File: src/hdl/itp_pkg.sv
// Shared types, character codes and classification functions for the infix to postfix converter.
package itp_pkg;

	localparam logic [7:0] CH_CARET = 8'h5E;
	localparam logic [7:0] CH_DOLLAR = 8'h24;
	localparam logic [7:0] CH_STAR = 8'h2A;
	localparam logic [7:0] CH_SLASH = 8'h2F;
	localparam logic [7:0] CH_PLUS = 8'h2B;
	localparam logic [7:0] CH_MINUS = 8'h2D;
	localparam logic [7:0] CH_OPEN = 8'h28;
	localparam logic [7:0] CH_CLOSE = 8'h29;
	localparam logic [7:0] CH_SPACE = 8'h20;

	localparam logic [1:0] ST_SYMBOL = 2'd0;
	localparam logic [1:0] ST_OVERFLOW = 2'd1;
	localparam logic [1:0] ST_UNMATCHED = 2'd2;
	localparam logic [1:0] ST_END = 2'd3;

	typedef enum logic [1:0] {
		S_IDLE,
		S_WAIT,
		S_EVAL,
		S_FIN
	} state_t;

	typedef enum logic [1:0] {
		SRC_TOP,
		SRC_SYM,
		SRC_ZERO
	} src_t;

	typedef struct packed {
		logic       load;
		logic       emit;
		src_t       src;
		logic [1:0] emit_status;
		logic       pop;
		logic       push;
		logic       finish;
	} cmd_t;

	typedef struct packed {
		logic kind;
		logic is_space;
		logic is_alnum;
		logic is_open;
		logic is_close;
		logic cnt_zero;
		logic full;
		logic top_is_open;
		logic top_pops;
		logic out_free;
	} dp_status_t;

	// Priority shifted up by one so it fits in two unsigned bits: -1 maps to 0.
	function automatic logic [1:0] prio_f(input logic [7:0] c);
		logic [1:0] p;
		p = 2'd0;
		if (c == CH_CARET || c == CH_DOLLAR) begin
			p = 2'd3;
		end else if (c == CH_STAR || c == CH_SLASH) begin
			p = 2'd2;
		end else if (c == CH_PLUS || c == CH_MINUS) begin
			p = 2'd1;
		end
		return p;
	endfunction

	function automatic logic is_alnum_f(input logic [7:0] c);
		return (c >= 8'h30 && c <= 8'h39) || (c >= 8'h41 && c <= 8'h5A) ||
			(c >= 8'h61 && c <= 8'h7A);
	endfunction

endpackage

File: src/hdl/itp_ram.sv
// Generic single write port RAM with one registered read port.
module itp_ram #(
	parameter int WIDTH = 8,
	parameter int DEPTH = 32
) (
	input  logic                     clk,
	input  logic                     we,
	input  logic [$clog2(DEPTH)-1:0] waddr,
	input  logic [WIDTH-1:0]         wdata,
	input  logic [$clog2(DEPTH)-1:0] raddr,
	output logic [WIDTH-1:0]         rdata
);

	logic [WIDTH-1:0] mem_q [DEPTH];

	always_ff @(posedge clk) begin
		if (we) begin
			mem_q[waddr] <= wdata;
		end
		rdata <= mem_q[raddr];
	end

endmodule

File: src/hdl/itp_ctrl.sv
// Controller state machine that sequences the operator stack work for each character.
module itp_ctrl
	import itp_pkg::*;
(
	input  logic       clk,
	input  logic       arst_n,
	input  logic       in_valid,
	output logic       in_stall,
	input  dp_status_t st,
	output cmd_t       cmd
);

	state_t state_q, state_d;

	always_ff @(posedge clk or negedge arst_n) begin
		if (!arst_n) begin
			state_q <= S_IDLE;
		end else begin
			state_q <= state_d;
		end
	end

	always_comb begin
		state_d = state_q;
		cmd = '0;
		cmd.src = SRC_ZERO;
		cmd.emit_status = ST_SYMBOL;
		in_stall = 1'b1;
		case (state_q)
			S_IDLE: begin
				in_stall = 1'b0;
				if (in_valid) begin
					cmd.load = 1'b1;
					state_d = S_WAIT;
				end
			end
			S_WAIT: begin
				// The stack top is read back through the registered RAM port here.
				state_d = S_EVAL;
			end
			S_EVAL: begin
				if (st.out_free) begin
					state_d = S_FIN;
					if (st.kind) begin
						cmd.emit = 1'b1;
						if (!st.cnt_zero) begin
							cmd.src = SRC_TOP;
							cmd.pop = 1'b1;
							state_d = S_WAIT;
						end else begin
							cmd.emit_status = ST_END;
						end
					end else if (st.is_space) begin
						state_d = S_FIN;
					end else if (st.is_alnum) begin
						cmd.emit = 1'b1;
						cmd.src = SRC_SYM;
					end else if (st.is_close) begin
						if (st.cnt_zero) begin
							cmd.emit = 1'b1;
							cmd.emit_status = ST_UNMATCHED;
						end else if (st.top_is_open) begin
							cmd.pop = 1'b1;
						end else begin
							cmd.emit = 1'b1;
							cmd.src = SRC_TOP;
							cmd.pop = 1'b1;
							state_d = S_WAIT;
						end
					end else if (!st.is_open && st.top_pops) begin
						cmd.emit = 1'b1;
						cmd.src = SRC_TOP;
						cmd.pop = 1'b1;
						state_d = S_WAIT;
					end else if (st.full) begin
						cmd.emit = 1'b1;
						cmd.emit_status = ST_OVERFLOW;
					end else begin
						cmd.push = 1'b1;
					end
				end
			end
			S_FIN: begin
				if (st.out_free) begin
					cmd.finish = 1'b1;
					state_d = S_IDLE;
				end
			end
			default: begin
				state_d = S_IDLE;
			end
		endcase
	end

endmodule

File: src/hdl/itp_datapath.sv
// Datapath with the operator stack, the held result and the output register.
module itp_datapath
	import itp_pkg::*;
#(
	parameter int STACK_DEPTH = 32
) (
	input  logic       clk,
	input  logic       arst_n,
	input  logic       kind,
	input  logic [7:0] symbol,
	output logic       out_valid,
	input  logic       out_stall,
	output logic [7:0] out_symbol,
	output logic [1:0] status,
	output logic       last,
	input  cmd_t       cmd,
	output dp_status_t st
);

	localparam int CW = $clog2(STACK_DEPTH + 1);
	localparam int AW = $clog2(STACK_DEPTH);

	logic          kind_q;
	logic [7:0]    sym_q;
	logic [CW-1:0] cnt_q;
	logic [CW-1:0] cnt_m1;
	logic [7:0]    top;
	logic          hold_valid_q;
	logic [7:0]    hold_sym_q;
	logic [1:0]    hold_status_q;
	logic          out_valid_q;
	logic [7:0]    out_symbol_q;
	logic [1:0]    out_status_q;
	logic          out_last_q;
	logic [7:0]    new_sym;
	logic          move_out;

	assign cnt_m1 = cnt_q - CW'(1);

	itp_ram #(
		.WIDTH(8),
		.DEPTH(STACK_DEPTH)
	) u_stack (
		.clk  (clk),
		.we   (cmd.push),
		.waddr(cnt_q[AW-1:0]),
		.wdata(sym_q),
		.raddr(cnt_m1[AW-1:0]),
		.rdata(top)
	);

	always_ff @(posedge clk) begin
		if (cmd.load) begin
			kind_q <= kind;
			sym_q <= symbol;
		end
	end

	always_ff @(posedge clk or negedge arst_n) begin
		if (!arst_n) begin
			cnt_q <= '0;
		end else if (cmd.pop) begin
			cnt_q <= cnt_m1;
		end else if (cmd.push) begin
			cnt_q <= cnt_q + CW'(1);
		end
	end

	always_comb begin
		case (cmd.src)
			SRC_TOP: new_sym = top;
			SRC_SYM: new_sym = sym_q;
			default: new_sym = 8'h00;
		endcase
	end

	// A new result pushes the held one out; finishing the item releases it marked last.
	assign move_out = hold_valid_q && (cmd.emit || cmd.finish);

	always_ff @(posedge clk or negedge arst_n) begin
		if (!arst_n) begin
			hold_valid_q <= 1'b0;
		end else if (cmd.emit) begin
			hold_valid_q <= 1'b1;
		end else if (cmd.finish) begin
			hold_valid_q <= 1'b0;
		end
	end

	always_ff @(posedge clk) begin
		if (cmd.emit) begin
			hold_sym_q <= new_sym;
			hold_status_q <= cmd.emit_status;
		end
	end

	always_ff @(posedge clk or negedge arst_n) begin
		if (!arst_n) begin
			out_valid_q <= 1'b0;
		end else if (move_out) begin
			out_valid_q <= 1'b1;
		end else if (!out_stall) begin
			out_valid_q <= 1'b0;
		end
	end

	always_ff @(posedge clk) begin
		if (move_out) begin
			out_symbol_q <= hold_sym_q;
			out_status_q <= hold_status_q;
			out_last_q <= cmd.finish;
		end
	end

	assign out_valid = out_valid_q;
	assign out_symbol = out_symbol_q;
	assign status = out_status_q;
	assign last = out_last_q;

	always_comb begin
		st.kind = kind_q;
		st.is_space = (sym_q == CH_SPACE);
		st.is_alnum = is_alnum_f(sym_q);
		st.is_open = (sym_q == CH_OPEN);
		st.is_close = (sym_q == CH_CLOSE);
		st.cnt_zero = (cnt_q == '0);
		st.full = (cnt_q >= CW'(STACK_DEPTH));
		st.top_is_open = (top == CH_OPEN);
		st.top_pops = !st.cnt_zero && !st.top_is_open && (prio_f(top) >= prio_f(sym_q));
		st.out_free = !out_valid_q || !out_stall;
	end

	a_cnt_bound: assert property (@(posedge clk) disable iff (!arst_n)
		cnt_q <= CW'(STACK_DEPTH))
		else $error("stack count above depth");

	a_no_underflow: assert property (@(posedge clk) disable iff (!arst_n)
		cmd.pop |-> cnt_q != '0)
		else $error("pop from empty stack");

	a_no_overflow: assert property (@(posedge clk) disable iff (!arst_n)
		cmd.push |-> cnt_q < CW'(STACK_DEPTH))
		else $error("push onto full stack");

	a_out_not_lost: assert property (@(posedge clk) disable iff (!arst_n)
		move_out |-> (!out_valid_q || !out_stall))
		else $error("result overwrites a stalled output");

endmodule

File: src/hdl/infix_to_postfix_converter.sv
// Top level of the shunting-yard infix to postfix converter.
//
// Input channel: in_valid, in_stall, kind, symbol. A transaction moves one
// expression character (kind 0) or an end-of-expression mark (kind 1).
// Output channel: out_valid, out_stall, out_symbol, status, last. A
// transaction moves one postfix character or one status item; last marks
// the final result caused by an input transaction. An input that produces
// no result (a space, a push, a matched close paren with nothing between)
// gives no output transaction.
// One transaction is worked on at a time. An input passes through the wait,
// evaluate and finish states, and each operator popped off the stack takes
// another pass through the wait and evaluate states; the pop rate is set by
// the registered read port of the stack RAM, whose new top is read back in
// the wait state. The last result of an input leaves the hold register when the input finishes.
// Results leave through a one-entry hold register and an output register,
// so a new result can be formed while the one before it is being taken from
// the output register. When the receiver stalls, the
// controller waits before it forms another result; nothing is dropped.
// Reset (arst_n low) empties the stack and clears the output valid; stack
// contents are not cleared and need no clearing pass.
module infix_to_postfix_converter
	import itp_pkg::*;
#(
	parameter int STACK_DEPTH = 32
) (
	input  logic       clk,
	input  logic       arst_n,
	input  logic       in_valid,
	output logic       in_stall,
	input  logic       kind,
	input  logic [7:0] symbol,
	output logic       out_valid,
	input  logic       out_stall,
	output logic [7:0] out_symbol,
	output logic [1:0] status,
	output logic       last
);

	// Commands flow from the controller to the datapath, status flows back.
	cmd_t       cmd;
	dp_status_t st;

	itp_ctrl u_ctrl (
		.clk     (clk),
		.arst_n  (arst_n),
		.in_valid(in_valid),
		.in_stall(in_stall),
		.st      (st),
		.cmd     (cmd)
	);

	itp_datapath #(
		.STACK_DEPTH(STACK_DEPTH)
	) u_datapath (
		.clk       (clk),
		.arst_n    (arst_n),
		.kind      (kind),
		.symbol    (symbol),
		.out_valid (out_valid),
		.out_stall (out_stall),
		.out_symbol(out_symbol),
		.status    (status),
		.last      (last),
		.cmd       (cmd),
		.st        (st)
	);

endmodule
File: config.mk
export PLATFORM = sky130hd
export DESIGN_NAME = infix_to_postfix_converter
export DESIGN_NICKNAME = d
export VERILOG_FILES = /design/src/hdl/itp_pkg.sv /design/src/hdl/itp_ram.sv /design/src/hdl/itp_ctrl.sv /design/src/hdl/itp_datapath.sv /design/src/hdl/infix_to_postfix_converter.sv
export SDC_FILE = /design/constraint.sdc
export NUM_CORES = 1
export LEC_CHECK = 0
export ABC_AREA = 1
export BUFFER_PORTS_ARGS = -buffer_cell sky130_fd_sc_hd__buf_2
export CORE_ASPECT_RATIO = 0.8
export CORE_MARGIN = 1.5
export CORE_UTILIZATION = 50
export CTS_CLUSTER_SIZE = 16
export DETAILED_ROUTE_END_ITERATION = 8
export PLACE_DENSITY = 0.64
export SLEW_MARGIN = 25
export SYNTH_ARGS = -nofsm -noshare
export SYNTH_HDL_FRONTEND = slang
export SYNTH_HIERARCHICAL = 1
export SYNTH_SLANG_ARGS = --single-unit
export TNS_END_PERCENT = 50
File: constraint.sdc
create_clock -name clk -period 4.3 [get_ports clk]
set_input_delay 1.29 -clock clk [delete_from_list [all_inputs] [get_ports clk]]
set_output_delay 1.29 -clock clk [all_outputs]
set_load 0.005 [all_outputs]
==> Yosys cells after proc, flatten, opt, wreduce, memory -nomap -nowiden <==
Memories as Yosys holds them, arrays and structs flattened. A register that Yosys moved wholly into a read port is not among the register bits.
Index checks and enable logic that the tools add are counted.
{ "word_totals": {"n_memories": 1, "input_bits": 13, "out_inout_bits": 13, "regBits": 40, "ram_bits": 256} }
{ "memory_table": {"columns": ["name", "words", "width", "read_ports", "rd_clocked_by_memory_dff", "write_ports", "line_no", "source"], "rows": [
  ["u_datapath.u_stack.mem_q", 32, 8, 1, 1, 1, "itp_ram.sv:14", "logic [WIDTH-1:0] mem_q [DEPTH];"]
]} }
{ "classes": {"eq_ne": 24, "addsub": 2, "reduce_logical": 29, "magnitude_cmp": 8, "muxes": 55} }
{ "ops": {"columns": ["operator", "n"], "rows": [
  ["$eq A8 B6 Y1 const B", 14],
  ["$mux W2", 20],
  ["$mux W6", 4],
  ["$mux W1", 23],
  ["$mux W7", 3],
  ["$eq A8 B7 Y1 const B", 2],
  ["$ge A8 B7 Y1 const B", 2],
  ["$le A8 B7 Y1 const B", 2],
  ["$pmux W8 S2", 1],
  ["$logic_or A1 B1 Y1", 10],
  ["$ge A8 B6 Y1 const B", 1],
  ["$le A8 B6 Y1 const B", 1],
  ["$pmux W2 S4", 1],
  ["$logic_and A1 B1 Y1", 7],
  ["$add A6 B1 Y6 const B", 1],
  ["$ge A6 B6 Y1 const B", 1],
  ["$logic_not A6 Y1", 1],
  ["$mux W3", 2],
  ["$ne A2 B2 Y1 const B", 3],
  ["$sub A6 B1 Y6 const B", 1],
  ["$logic_not A1 Y1", 5],
  ["$eq A2 B1 Y1 const B", 2],
  ["$eq A2 B2 Y1 const B", 2],
  ["$logic_not A2 Y1", 2],
  ["other kinds (6)", 7]
]} }

==> Depth between registers and ports, before layout <==
Gate-level depths: netlist (run 1).
{ "depth": {"word_depth": 18, "mapped_depth": 23} }

==> By module <==
The synthesis (run 1) kept the hierarchy.
{ "by_module_without_submodules": {"columns": ["mod", "area_per_inst_um2", "instances", "cells_per_inst"], "rows": [
  ["itp_ram", 10786.6, 1, 922],
  ["itp_datapath", 1938.1, 1, 203],
  ["itp_ctrl", 340.3, 1, 58]
]} }

==> Worst setup path after synthesis (run 1) <==
No wires, ideal clock.
{ "synth_timing": {"kind": "reg2reg", "startpoint": "register u_datapath.sym_q[2]", "endpoint": "register u_datapath.out_last_q (netlist: u_datapath/last), enable pin", "arrival_ns": 3.244, "stages_incl_launch_ff": 18, "required_ns": 3.961, "setup_slack_ns": 0.717, "path_cell_list": "edfxtp_1 > inv_1 > nor3_1 > nand2_1 > nand2_1 > nor2_1 > ha_1 > o21a_1 > o21ai_1 > nor2_1 > nand2_1 > nand3_2 > nand2_1 > nand2_1 > nand2_1 > a21oi_1 > o21ai_0 > inv_1"} }
{ "synth_rtl": {"columns": ["element", "line_no", "source"], "rows": [
  ["from (decl)", "itp_datapath.sv:24", "logic [7:0] sym_q;"],
  ["from (signal assigned)", "itp_datapath.sv:55", "sym_q <= symbol;"],
  ["to (signal assigned)", "itp_datapath.sv:111", "out_last_q <= cmd.finish;"],
  ["to (decl)", "itp_datapath.sv:34", "logic out_last_q;"]
]} }

==> metrics.cfg, run 1 <==
[clock_tree]
post-cts-setup-buffer-count=0
ctsHoldBuffers=0
cts_buffer_depth=3
numCtsBuffers=29
cts_tree=built
insertion_delay_ns=0.55
clock-sinks=304
cts_root_buf=clkbuf_16
cts-resized-gates=0
clk_pin_slew_ns=0.06
htree_num_levels=1

[routing]
drcViolationCount=0
routed_wl_um=30300
drt-pass1-iter-count=5
vias_per_cell=5.46
num_vias=8693
first_iter_violations=846
routedWlPerCell_um=19.0
ant_nets=0

[pwr]
pwr-share-comb=0.411
p_int_mw=6.26
ir_drop_mv=0.459
p_switching_mw=4.40
swShare=0.413
powerDensity_nw_per_um2=738
power_leakage_nw=5.48
clkPwrFrac=0.240
pwr-share-seq=0.349

[timing]
fmax_mhz=256
final-max-slew-violation-count=0
setup_viol=0
skew_ns=0.0155
fin_crit_sh=0.907
setup_tns_ns=0
relSlewSlack=0.401
hold_viol=0
fin_crit_ns=3.90
worst_pin_slew_ns=0.898
rsz0062_at_grt=no

[setup_path]
crit_chain=buf_4 -> nand2_1 -> nand2_1 -> nand4_1 -> nand3_1 -> ha_1 -> o21a_1 -> o21ai_1 -> nor2_1 -> nand2_1 -> nand3_2 -> nor4_4 -> nand3_1 -> nor2_1
ff2ff_path_depth=14
crit_slowest_cell=nor2_1
worst_path_dominant_cell_family=simple AND/OR/NAND/NOR gates
reg2reg_to=u_datapath/u_stack/mem_q[17][4]
critPathMaxStageDelay_ns=0.76
path_buf_inv=1
cp_common_cell=nand2_1
crit_type=reg -> reg
reg2reg_slack_ns=0.40
start_kind=register
cp_data_required_time_ns=4.47
regToRegStartpoint=u_datapath/sym_q[0]
cp_max_fo=18
end_kind=register
critPathArrivalTime_ns=4.07

[cells_and_area]
layout.cells.non_filler=1593
antenna_cells=0
syn_to_final_growth_pct=10.4
drive_gt1_frac=0.111
fin_nets=1238

[placed_design]
gp_congestion=0.899
dp.cells=1540
port_buffers=25
dp_hpwl_um=18600

[logic_synthesis]
synth.most_common_cell=nand2_1
synthCells=1183
yosys.area.top_type=edfxtp_1
syn_area_per_cell_um2=11.0
synth_area_leaders=edfxtp_1, nand2_1, nand3_1
synth_seq_area_share=0.689
ys.flop_type=edfxtp_1
ys_types=38
synth-edff-count=286
yosys_warnings=6
ys_seq_elements=304
synthTopCellsByCount=nand2_1, edfxtp_1, nand3_1
synth_nets=1201
async_flop_share=0.0329
syn_area_um2=13100
yosysTopAreaCellShare=0.657

[hold_path]
hold_class=reg -> reg
hold_start=u_datapath/hold_status_q[1]
holdPathStages=0
holdPathEnd=u_datapath/status[1]

[die]
start_util=0.512
die_w_um=184
ios=26
fp.dieH_um=148
dieArea_um2=27100
core_um2=25500
fp-row-count=52

[run]
cap_violations=0

[global_routing]
grt.total_usage=0.229
grt_first_pass_wirelength_um=46900
grt_overflow_total=0
antenna_found_initial=0
grt_max_degree=109
grt_pass1_vias=8135

[run_status]
status=complete, no violations

[logic make-up after synthesis]
group,share of synthesized area
buffers and inverters,0.0512
DFF,0.689
adders and majority gates,0.00479
xor gates and xnor gates,0.00259
AOI/OAI and AO/OA,0.0123
and+or+nand+nor,0.240
[routing by layer]
| metal | GRT usage | part of all wire |
|---|---|---|
| met5 | 0 | 0 |
| met4 | 0.0557 | 0.021 |
| met1 | 0.355 | 0.48 |
| met2 | 0.336 | 0.43 |
| met3 | 0.0407 | 0.077 |
[power by group through the flow]
stage               Clock (mW)  Combinational [mW]  Sequential [mW]
floorplan                    0                3.10             3.80
global placement             0                4.32             3.77
detailed placement           0                4.32             3.77
CTS                       2.61                4.35             3.71
global route              2.72                4.80             3.74
finish                    2.56                4.38             3.71
[area by class of cell]
type	count	area (µm²)
Sequential cell	304	9000
Timing Repair Buffer	63	414
Tap cell	351	439
Multi-Input combinational cell	764	3400
Inverter	58	225
Clock buffer	39	773
Fill cell	2179	11100
Clock inverter	14	179
[through the flow]
| stage | utilization | cell area, µm² | power, mW | hold WS (ns) | setup WS (ns) |
|---|---|---|---|---|---|
| global route | 0.566 | 14400 | 11.3 | 0.432 | 0.0985 |
| CTS | 0.566 | 14400 | 10.7 | 0.420 | 0.434 |
| finish | 0.566 | 14400 | 10.7 | 0.419 | 0.401 |
| floorplan | - | 13100 | 6.90 | 0.400 | 0.717 |
| global placement | 0.528 | 13500 | 8.09 | 0.404 | 0.584 |
| detailed placement | 0.528 | 13500 | 8.10 | 0.405 | 0.499 |
[state kept, by name, summed over array words and instances, names as in the netlist]
register                  flops
u_datapath/u_stack/mem_q    256
u_datapath/hold_status_q      2
u_datapath/hold_valid_q       1
u_datapath/u_stack/rdata      8
u_datapath/out_valid          1
u_datapath/kind_q             1
u_datapath/hold_sym_q         8
u_datapath/last               1
u_datapath/sym_q              8
u_datapath/cnt_q              6
u_ctrl/state_q                2
u_datapath/out_symbol         8
u_datapath/status             2
[cells in the final DEF, fill, tap and decap left out, types with 3 or more instances in the layout]
master / count
nand2_1: 420
o22ai_1: 8
clkinv_2: 8
dfrtp_1: 10
nand2_2: 5
buf_2: 25
clkbuf_1: 9
bufinv_16: 4
ha_1: 5
nand4_1: 8
nor2_1: 49
o21ai_0: 6
edfxtp_1: 286
dfxtp_1: 8
nor3_1: 11
buf_4: 37
nand3_1: 224
a21oi_1: 5
inv_1: 44
o21ai_1: 3
clkbuf_16: 29
inv_2: 10
nor2_2: 3
[how the worst max path moves through the flow]
stage	cells after the start	start	end	slack, ns
2_1_floorplan	17	u_datapath/sym_q[2]	u_datapath/last	0.72
3_3_place_gp	14	u_datapath/sym_q[0]	u_datapath/u_stack/mem_q[23][6]	0.58
3_5_place_dp	14	u_datapath/sym_q[0]	u_datapath/u_stack/mem_q[2][1]	0.50
4_1_cts	14	u_datapath/sym_q[0]	u_datapath/u_stack/mem_q[2][1]	0.43
5_1_grt	14	u_datapath/sym_q[0]	u_datapath/u_stack/mem_q[17][4]	0.1
6_report	14	u_datapath/sym_q[0]	u_datapath/u_stack/mem_q[17][4]	0.40
(Power assumes the default switching activity.)
==> run 2, diff against run 1 <==
--- a/config.mk
+++ b/config.mk
@@ -12,3 +12,3 @@
 export CORE_UTILIZATION = 50
-export CTS_CLUSTER_SIZE = 16
+export CTS_CLUSTER_SIZE = 24
 export DETAILED_ROUTE_END_ITERATION = 8
==> constraint.sdc (replaced) <==
create_clock -name clk -period 4.3 [get_ports clk]
set_input_delay 0.215 -clock clk [delete_from_list [all_inputs] [get_ports clk]]
set_output_delay 0.215 -clock clk [all_outputs]
set_load 0.005 [all_outputs]
==> run 2 against run 1 <==
Final cell count grew 0.56%. Via count grew 0.67%. Hold slack lost 0.40 ns. Routed wire length grew 0.90%. Power is the same. Register-to-register slack gained 0.08 ns. Fmax grew 2.1%. Largest cell class unchanged. Highest routed layer unchanged.
==> metrics.cfg, run 2 (synthesized netlist as in run 1, its figures left out) <==
[run_status]
status=complete, no violations  ; unchanged

[global_routing]
grt_pass1_vias=8260  ; was 8135
antenna_found_initial=0  ; unchanged
grt_first_pass_wirelength_um=47700  ; was 46900 µm
grt_max_degree=109  ; unchanged
grt_overflow_total=0  ; unchanged
grt.total_usage=0.232  ; was 0.229

[clock_tree]
cts_root_buf=clkbuf_16  ; unchanged
cts_buffer_depth=3  ; unchanged
htree_num_levels=1  ; unchanged
insertion_delay_ns=0.54  ; was 0.55 ns
clock-sinks=304  ; unchanged
cts_tree=built  ; unchanged
clk_pin_slew_ns=0.06  ; about the same
numCtsBuffers=29  ; unchanged

[hold_path]
hold_class=in -> reg  ; was reg -> reg

[routing]
met2WireLength_um=12900  ; about the same
first_iter_violations=949  ; was 846
num_vias=8751  ; was 8693
routedWlPerCell_um=19.1  ; was 19.0 µm
vias_per_cell=5.46  ; about the same
routed_wl_um=30600  ; was 30300 µm
drt-pass1-iter-count=7  ; was 5
ant_nets=0  ; unchanged
wl_met1_um=14400  ; about the same
drcViolationCount=0  ; unchanged
top_layer=met4  ; unchanged
route.met3.wl_um=2550  ; was 2320 µm

[die]
start_util=0.512  ; unchanged
dieArea_um2=27100  ; unchanged
fp.dieH_um=148  ; unchanged
die_w_um=184  ; unchanged
core_um2=25500  ; unchanged
ios=26  ; unchanged
fp-row-count=52  ; unchanged

[timing]
worst_hold_slack_ns=0.0178  ; was 0.419 ns
rsz0062_at_grt=no  ; unchanged
relSlewSlack=0.404  ; was 0.401
fmax_mhz=262  ; was 256 MHz
final-max-slew-violation-count=0  ; unchanged
hold_viol=0  ; unchanged
fin_crit_sh=0.888  ; was 0.907
skew_ns=0.0229  ; was 0.0155 ns
setup_viol=0  ; unchanged
worst_pin_slew_ns=0.894  ; was 0.898 ns
fin_crit_ns=3.82  ; was 3.90 ns
setup_tns_ns=0  ; unchanged

[placed_design]
port_buffers=25  ; unchanged
gp_congestion=0.908  ; was 0.899
place_area_um2=13500  ; unchanged
dp_hpwl_um=18700  ; was 18600 µm

[setup_path]
critPathMaxStageDelay_ns=0.74  ; was 0.76 ns
crit_chain=buf_4 -> nand2_1 -> nand2_1 -> nand4_1 -> nand3_1 -> ha_1 -> o21a_1 -> o21ai_1 -> nor2_1 -> nand2_1 -> nand3_2 -> nor4_4 -> nand3_1 -> nor2_1  ; unchanged
end_kind=register  ; unchanged
critPathArrivalTime_ns=3.98  ; was 4.07 ns
cp_data_required_time_ns=4.46  ; was 4.47 ns
cp_common_cell=nand2_1  ; unchanged
crit_type=reg -> reg  ; unchanged
start_kind=register  ; unchanged
cp_max_fo=18  ; unchanged
crit_slowest_cell=nor2_1  ; unchanged

[cells_and_area]
final_common_cell=nand2_1  ; unchanged
regArea_um2=9000  ; unchanged
fin_nets=1249  ; was 1238
n_fill_cell=2161  ; was 2179
top_register=u_datapath/u_stack/mem_q  ; unchanged
largest_reg_flops=256  ; unchanged
multi_input_area_um2=3400  ; unchanged
drive_gt1_frac=0.110  ; was 0.111
syn_to_final_growth_pct=11.3  ; was 10.4%
final_cell_mix=nand2_1, edfxtp_1, nand3_1  ; unchanged
antenna_cells=0  ; unchanged
final_cell_area_um2=14500  ; was 14400 µm²

[pwr]
powerDensity_nw_per_um2=733  ; was 738 nW/µm²
power_leakage_nw=5.52  ; was 5.48 nW
ir_drop_mv=0.550  ; was 0.459 mV

[run]
cap_violations=0  ; unchanged

run 2: layout make-up:
type / count / area share
well taps: 351 / 0.0302
clock inverters: 12 / 0.00577
flip-flops and latches: 304 / 0.619
clock buffers: 39 / 0.0597
multi-input cells: 764 / 0.234
repair buffers: 74 / 0.0361
inverters: 58 / 0.0155
run 2: stage by stage:
stage               setup slack [ns]  utilization  power, mW  cells
floorplan                      0.717            -       6.90   1183
global placement               0.583        0.528       8.09   1540
detailed placement             0.513        0.528       8.11   1540
CTS                            0.468        0.570       10.6   1602
global route                   0.167        0.570       11.3   1602
finish                         0.482        0.570       10.7   1602
run 2: path summary, 6_finish.rpt:
| kind | cells past startpoint | endpoint | slack (ns) | start |
|---|---|---|---|---|
| setup / recovery | 14 | u_datapath/u_stack/mem_q[23][6] | 0.48 | u_datapath/sym_q[0] |
| hold / removal | 3 | u_datapath/out_valid | 0.02 | out_stall |
| setup reg to reg | 14 | u_datapath/u_stack/mem_q[23][6] | 0.48 | u_datapath/sym_q[0] |
| hold reg to reg | 0 | u_datapath/out_symbol[7] | 0.42 | u_datapath/hold_sym_q[7] |
| max in group asynchronous | 2 | u_datapath/cnt_q[4] | 3.97 | arst_n |
| min in group asynchronous | 2 | u_datapath/cnt_q[2] | 0.09 | arst_n |
run 2: per-layer routing:
layer,track usage,vias to the layer above
li1,-,4162
met1,0.369,4183
met2,0.332,359
met3,0.0357,47
met4,0.0619,0
met5,0,-
run 2: critical path, delay by kind of cell (launching register included):
family / cells / cell delay (ns)
AOI/OAI and AO/OA: 2 / 0.35
adders and majority gates: 1 / 0.27
buffers and inverters: 1 / 0.24
DFF: 1 / 0.45
and+or+nand+nor: 10 / 2.12
run 2: timing repair:
item                                   4_1_cts  5_1_grt
hold buffers                                11        0
endpoints found under the hold margin       20        0
setup buffers                                0        0
resized for setup                            0        0
run 2: where the power goes:
part	switching, mW	total, mW	internal [mW]
logic	3.21	4.41	1.20
registers	0.157	3.72	3.56
clock network	1.06	2.53	1.47
==> run 3, diff against run 2 <==
--- a/config.mk
+++ b/config.mk
@@ -8,3 +8,3 @@
 export ABC_AREA = 1
-export BUFFER_PORTS_ARGS = -buffer_cell sky130_fd_sc_hd__buf_2
+export BUFFER_PORTS_ARGS = -buffer_cell sky130_fd_sc_hd__clkbuf_2
 export CORE_ASPECT_RATIO = 0.8
--- a/constraint.sdc
+++ b/constraint.sdc
@@ -3,2 +3,2 @@
 set_output_delay 0.215 -clock clk [all_outputs]
-set_load 0.005 [all_outputs]
+set_load 0.1 [all_outputs]
==> run 3 against run 2 <==
Sequential power barely moved. Final cell count rose by 0.31%. Clock skew fell by 0.015 ns. Highest routed layer unchanged. Die area did not move. Routed wire length fell by 0.41%. Global-route usage fell by 0.088 points. Setup slack got worse by 0.037 ns. Non-clock buffer count rose by 3. Flip-flop and latch count did not move. Fmax fell by 0.95%.
==> metrics.cfg, run 3 (synthesized netlist as in run 1, its figures left out) <==
[run]
cap_violations=0  ; unchanged

[hold_path]
holdPathStages=3  ; unchanged
hold_class=in -> reg  ; unchanged
hold_start=out_stall  ; unchanged
holdPathEnd=u_datapath/out_valid  ; unchanged

[pwr]
power_leakage_nw=5.54  ; was 5.52 nW
pwr-share-seq=0.341  ; was 0.349
pwr-share-comb=0.434  ; was 0.414
clkPwrFrac=0.225  ; was 0.237
ir_drop_mv=0.680  ; was 0.550 mV
p_int_mw=6.18  ; was 6.23 mW
p_switching_mw=4.74  ; was 4.43 mW
swShare=0.434  ; was 0.415
powerDensity_nw_per_um2=751  ; was 733 nW/µm²

[timing]
fin_crit_ns=3.85  ; was 3.82 ns
relSlewSlack=0.393  ; was 0.404
fin_crit_sh=0.896  ; was 0.888
rsz0062_at_grt=no  ; unchanged
setup_viol=0  ; unchanged
fmax_mhz=259  ; was 262 MHz
worst_pin_slew_ns=0.910  ; was 0.894 ns
setup_tns_ns=0  ; unchanged
skew_ns=0.00744  ; was 0.0229 ns
final-max-slew-violation-count=0  ; unchanged
hold_viol=0  ; unchanged

[die]
dieArea_um2=27100  ; unchanged
core_um2=25500  ; unchanged
die_w_um=184  ; unchanged
ios=26  ; unchanged
start_util=0.512  ; unchanged
fp.dieH_um=148  ; unchanged
fp-row-count=52  ; unchanged

[global_routing]
grt_max_degree=81  ; was 109
antenna_found_initial=0  ; unchanged
grt.total_usage=0.231  ; was 0.232
grt_first_pass_wirelength_um=47400  ; was 47700 µm
grt_pass1_vias=8167  ; was 8260
grt_overflow_total=0  ; unchanged

[clock_tree]
clk_pin_slew_ns=0.06  ; about the same
clock-sinks=304  ; unchanged
post-cts-setup-buffer-count=0  ; unchanged
htree_num_levels=1  ; unchanged
insertion_delay_ns=0.54  ; about the same
numCtsBuffers=29  ; unchanged
cts_root_buf=clkbuf_16  ; unchanged
cts_tree=built  ; unchanged
cts_buffer_depth=3  ; unchanged

[run_status]
status=complete, no violations  ; unchanged

[cells_and_area]
syn_to_final_growth_pct=11.3  ; about the same
fin_nets=1252  ; was 1249
drive_gt1_frac=0.111  ; was 0.110
final_cell_area_um2=14500  ; about the same
final_cell_mix=nand2_1, edfxtp_1, nand3_1  ; unchanged
utilization=0.570  ; about the same
antenna_cells=0  ; unchanged
final_common_cell=nand2_1  ; unchanged
top_register=u_datapath/u_stack/mem_q  ; unchanged
largest_reg_flops=256  ; unchanged
n_fill_cell=2169  ; was 2161

[routing]
top_layer=met4  ; unchanged
num_vias=8796  ; was 8751
first_iter_violations=825  ; was 949
drt-pass1-iter-count=5  ; was 7
routed_wl_um=30500  ; was 30600 µm
route.met3.wl_um=2510  ; was 2550 µm
met2WireLength_um=13100  ; was 12900 µm
ant_nets=0  ; unchanged
vias_per_cell=5.47  ; was 5.46
wl_met1_um=14400  ; about the same
drcViolationCount=0  ; unchanged
routedWlPerCell_um=19.0  ; was 19.1 µm

[setup_path]
start_kind=register  ; unchanged
crit_type=reg -> reg  ; unchanged
end_kind=register  ; unchanged
worst_path_dominant_cell_family=simple AND/OR/NAND/NOR gates  ; unchanged
reg2reg_to=u_datapath/u_stack/mem_q[22][2]  ; was u_datapath/u_stack/mem_q[23][6]
critPathArrivalTime_ns=4.02  ; was 3.98 ns
regToRegStartpoint=u_datapath/sym_q[7]  ; was u_datapath/sym_q[0]
cp_data_required_time_ns=4.47  ; was 4.46 ns
cp_common_cell=nor2_1  ; was nand2_1
cp_max_fo=13  ; was 18
path_buf_inv=1  ; unchanged
ff2ff_path_depth=13  ; was 14
crit_slowest_cell=nor2_1  ; unchanged
crit_chain=inv_1 -> nand4_1 -> a21oi_1 -> nor2_1 -> ha_1 -> o21a_1 -> o21ai_1 -> nor2_1 -> nand2_1 -> nand3_2 -> nor4_4 -> nand3_1 -> nor2_1  ; was buf_4 -> nand2_1 -> nand2_1 -> nand4_1 -> nand3_1 -> ha_1 -> o21a_1 -> o21ai_1 -> nor2_1 -> nand2_1 -> nand3_2 -> nor4_4 -> nand3_1 -> nor2_1
reg2reg_slack_ns=0.45  ; was 0.48 ns
critPathMaxStageDelay_ns=0.78  ; was 0.74 ns

[placed_design]
port_buffers=25  ; unchanged
dp_hpwl_um=18700  ; about the same
place_area_um2=13500  ; about the same
gp_congestion=0.884  ; was 0.908

## run 3: worst max path at each step
stage	startpoint	endpoint	slack [ns]	cells after the start
4_1_cts	u_datapath/sym_q[7]	u_datapath/u_stack/mem_q[22][2]	0.44	13
5_1_grt	u_datapath/sym_q[7]	u_datapath/u_stack/mem_q[20][6]	0.19	13
6_report	u_datapath/sym_q[7]	u_datapath/u_stack/mem_q[22][2]	0.45	13
3_5_place_dp	u_datapath/sym_q[7]	u_datapath/u_stack/mem_q[22][2]	0.48	13
2_1_floorplan	u_datapath/sym_q[2]	u_datapath/last	0.72	17
3_3_place_gp	u_datapath/sym_q[7]	u_datapath/u_stack/mem_q[13][7]	0.62	13
## run 3: worst register-to-register path: cells and delay by family (launching register included)
family          cells  cell delay (ns)
compound gates      3             0.41
fa+ha+maj           1             0.26
buf+inv             1             0.18
flops               1             0.58
simple gates        8             2.07
## run 3: final cells by class
type	instances	area [µm²]	share of cell area
clock inverters	7	66.3	0.00456
multi-input cells	764	3400	0.234
flip-flops and latches	304	9000	0.619
well taps	351	439	0.0302
inverters	58	225	0.0155
repair buffers	77	568	0.0391
clock buffers	46	850	0.0584
## run 3: through the flow
step | power, mW | hold WS, ns | setup WS (ns) | std cells
final | 10.9 | 0.0112 | 0.446 | 1607
after global routing | 11.6 | 0.0334 | 0.186 | 1607
after CTS | 10.9 | 0.000699 | 0.444 | 1607
after detailed placement | 8.48 | 0.115 | 0.477 | 1543
after global placement | 8.45 | 0.115 | 0.615 | 1543
after floorplan | 7.24 | -0.0806 | 0.717 | 1183
## run 3: routing by layer
metal | track usage | vias to the layer above
met5 | 0 | -
met4 | 0.0484 | 0
met3 | 0.0436 | 39
met2 | 0.336 | 338
met1 | 0.364 | 4253
li1 | - | 4166
## run 3: timing repair
action	4_1_cts	5_1_grt
endpoints found under the setup margin	0	0
hold endpoints to repair	20	0
gates resized for setup	0	0
hold buffers	11	0
## run 3: power groups by stage
stage / combinational [mW] / sequential [mW] / clock, mW
final: 4.73 / 3.72 / 2.46
after global routing: 5.22 / 3.75 / 2.62
after CTS: 4.72 / 3.72 / 2.50
after detailed placement: 4.70 / 3.78 / 0
after global placement: 4.67 / 3.78 / 0
after floorplan: 3.14 / 4.10 / 0
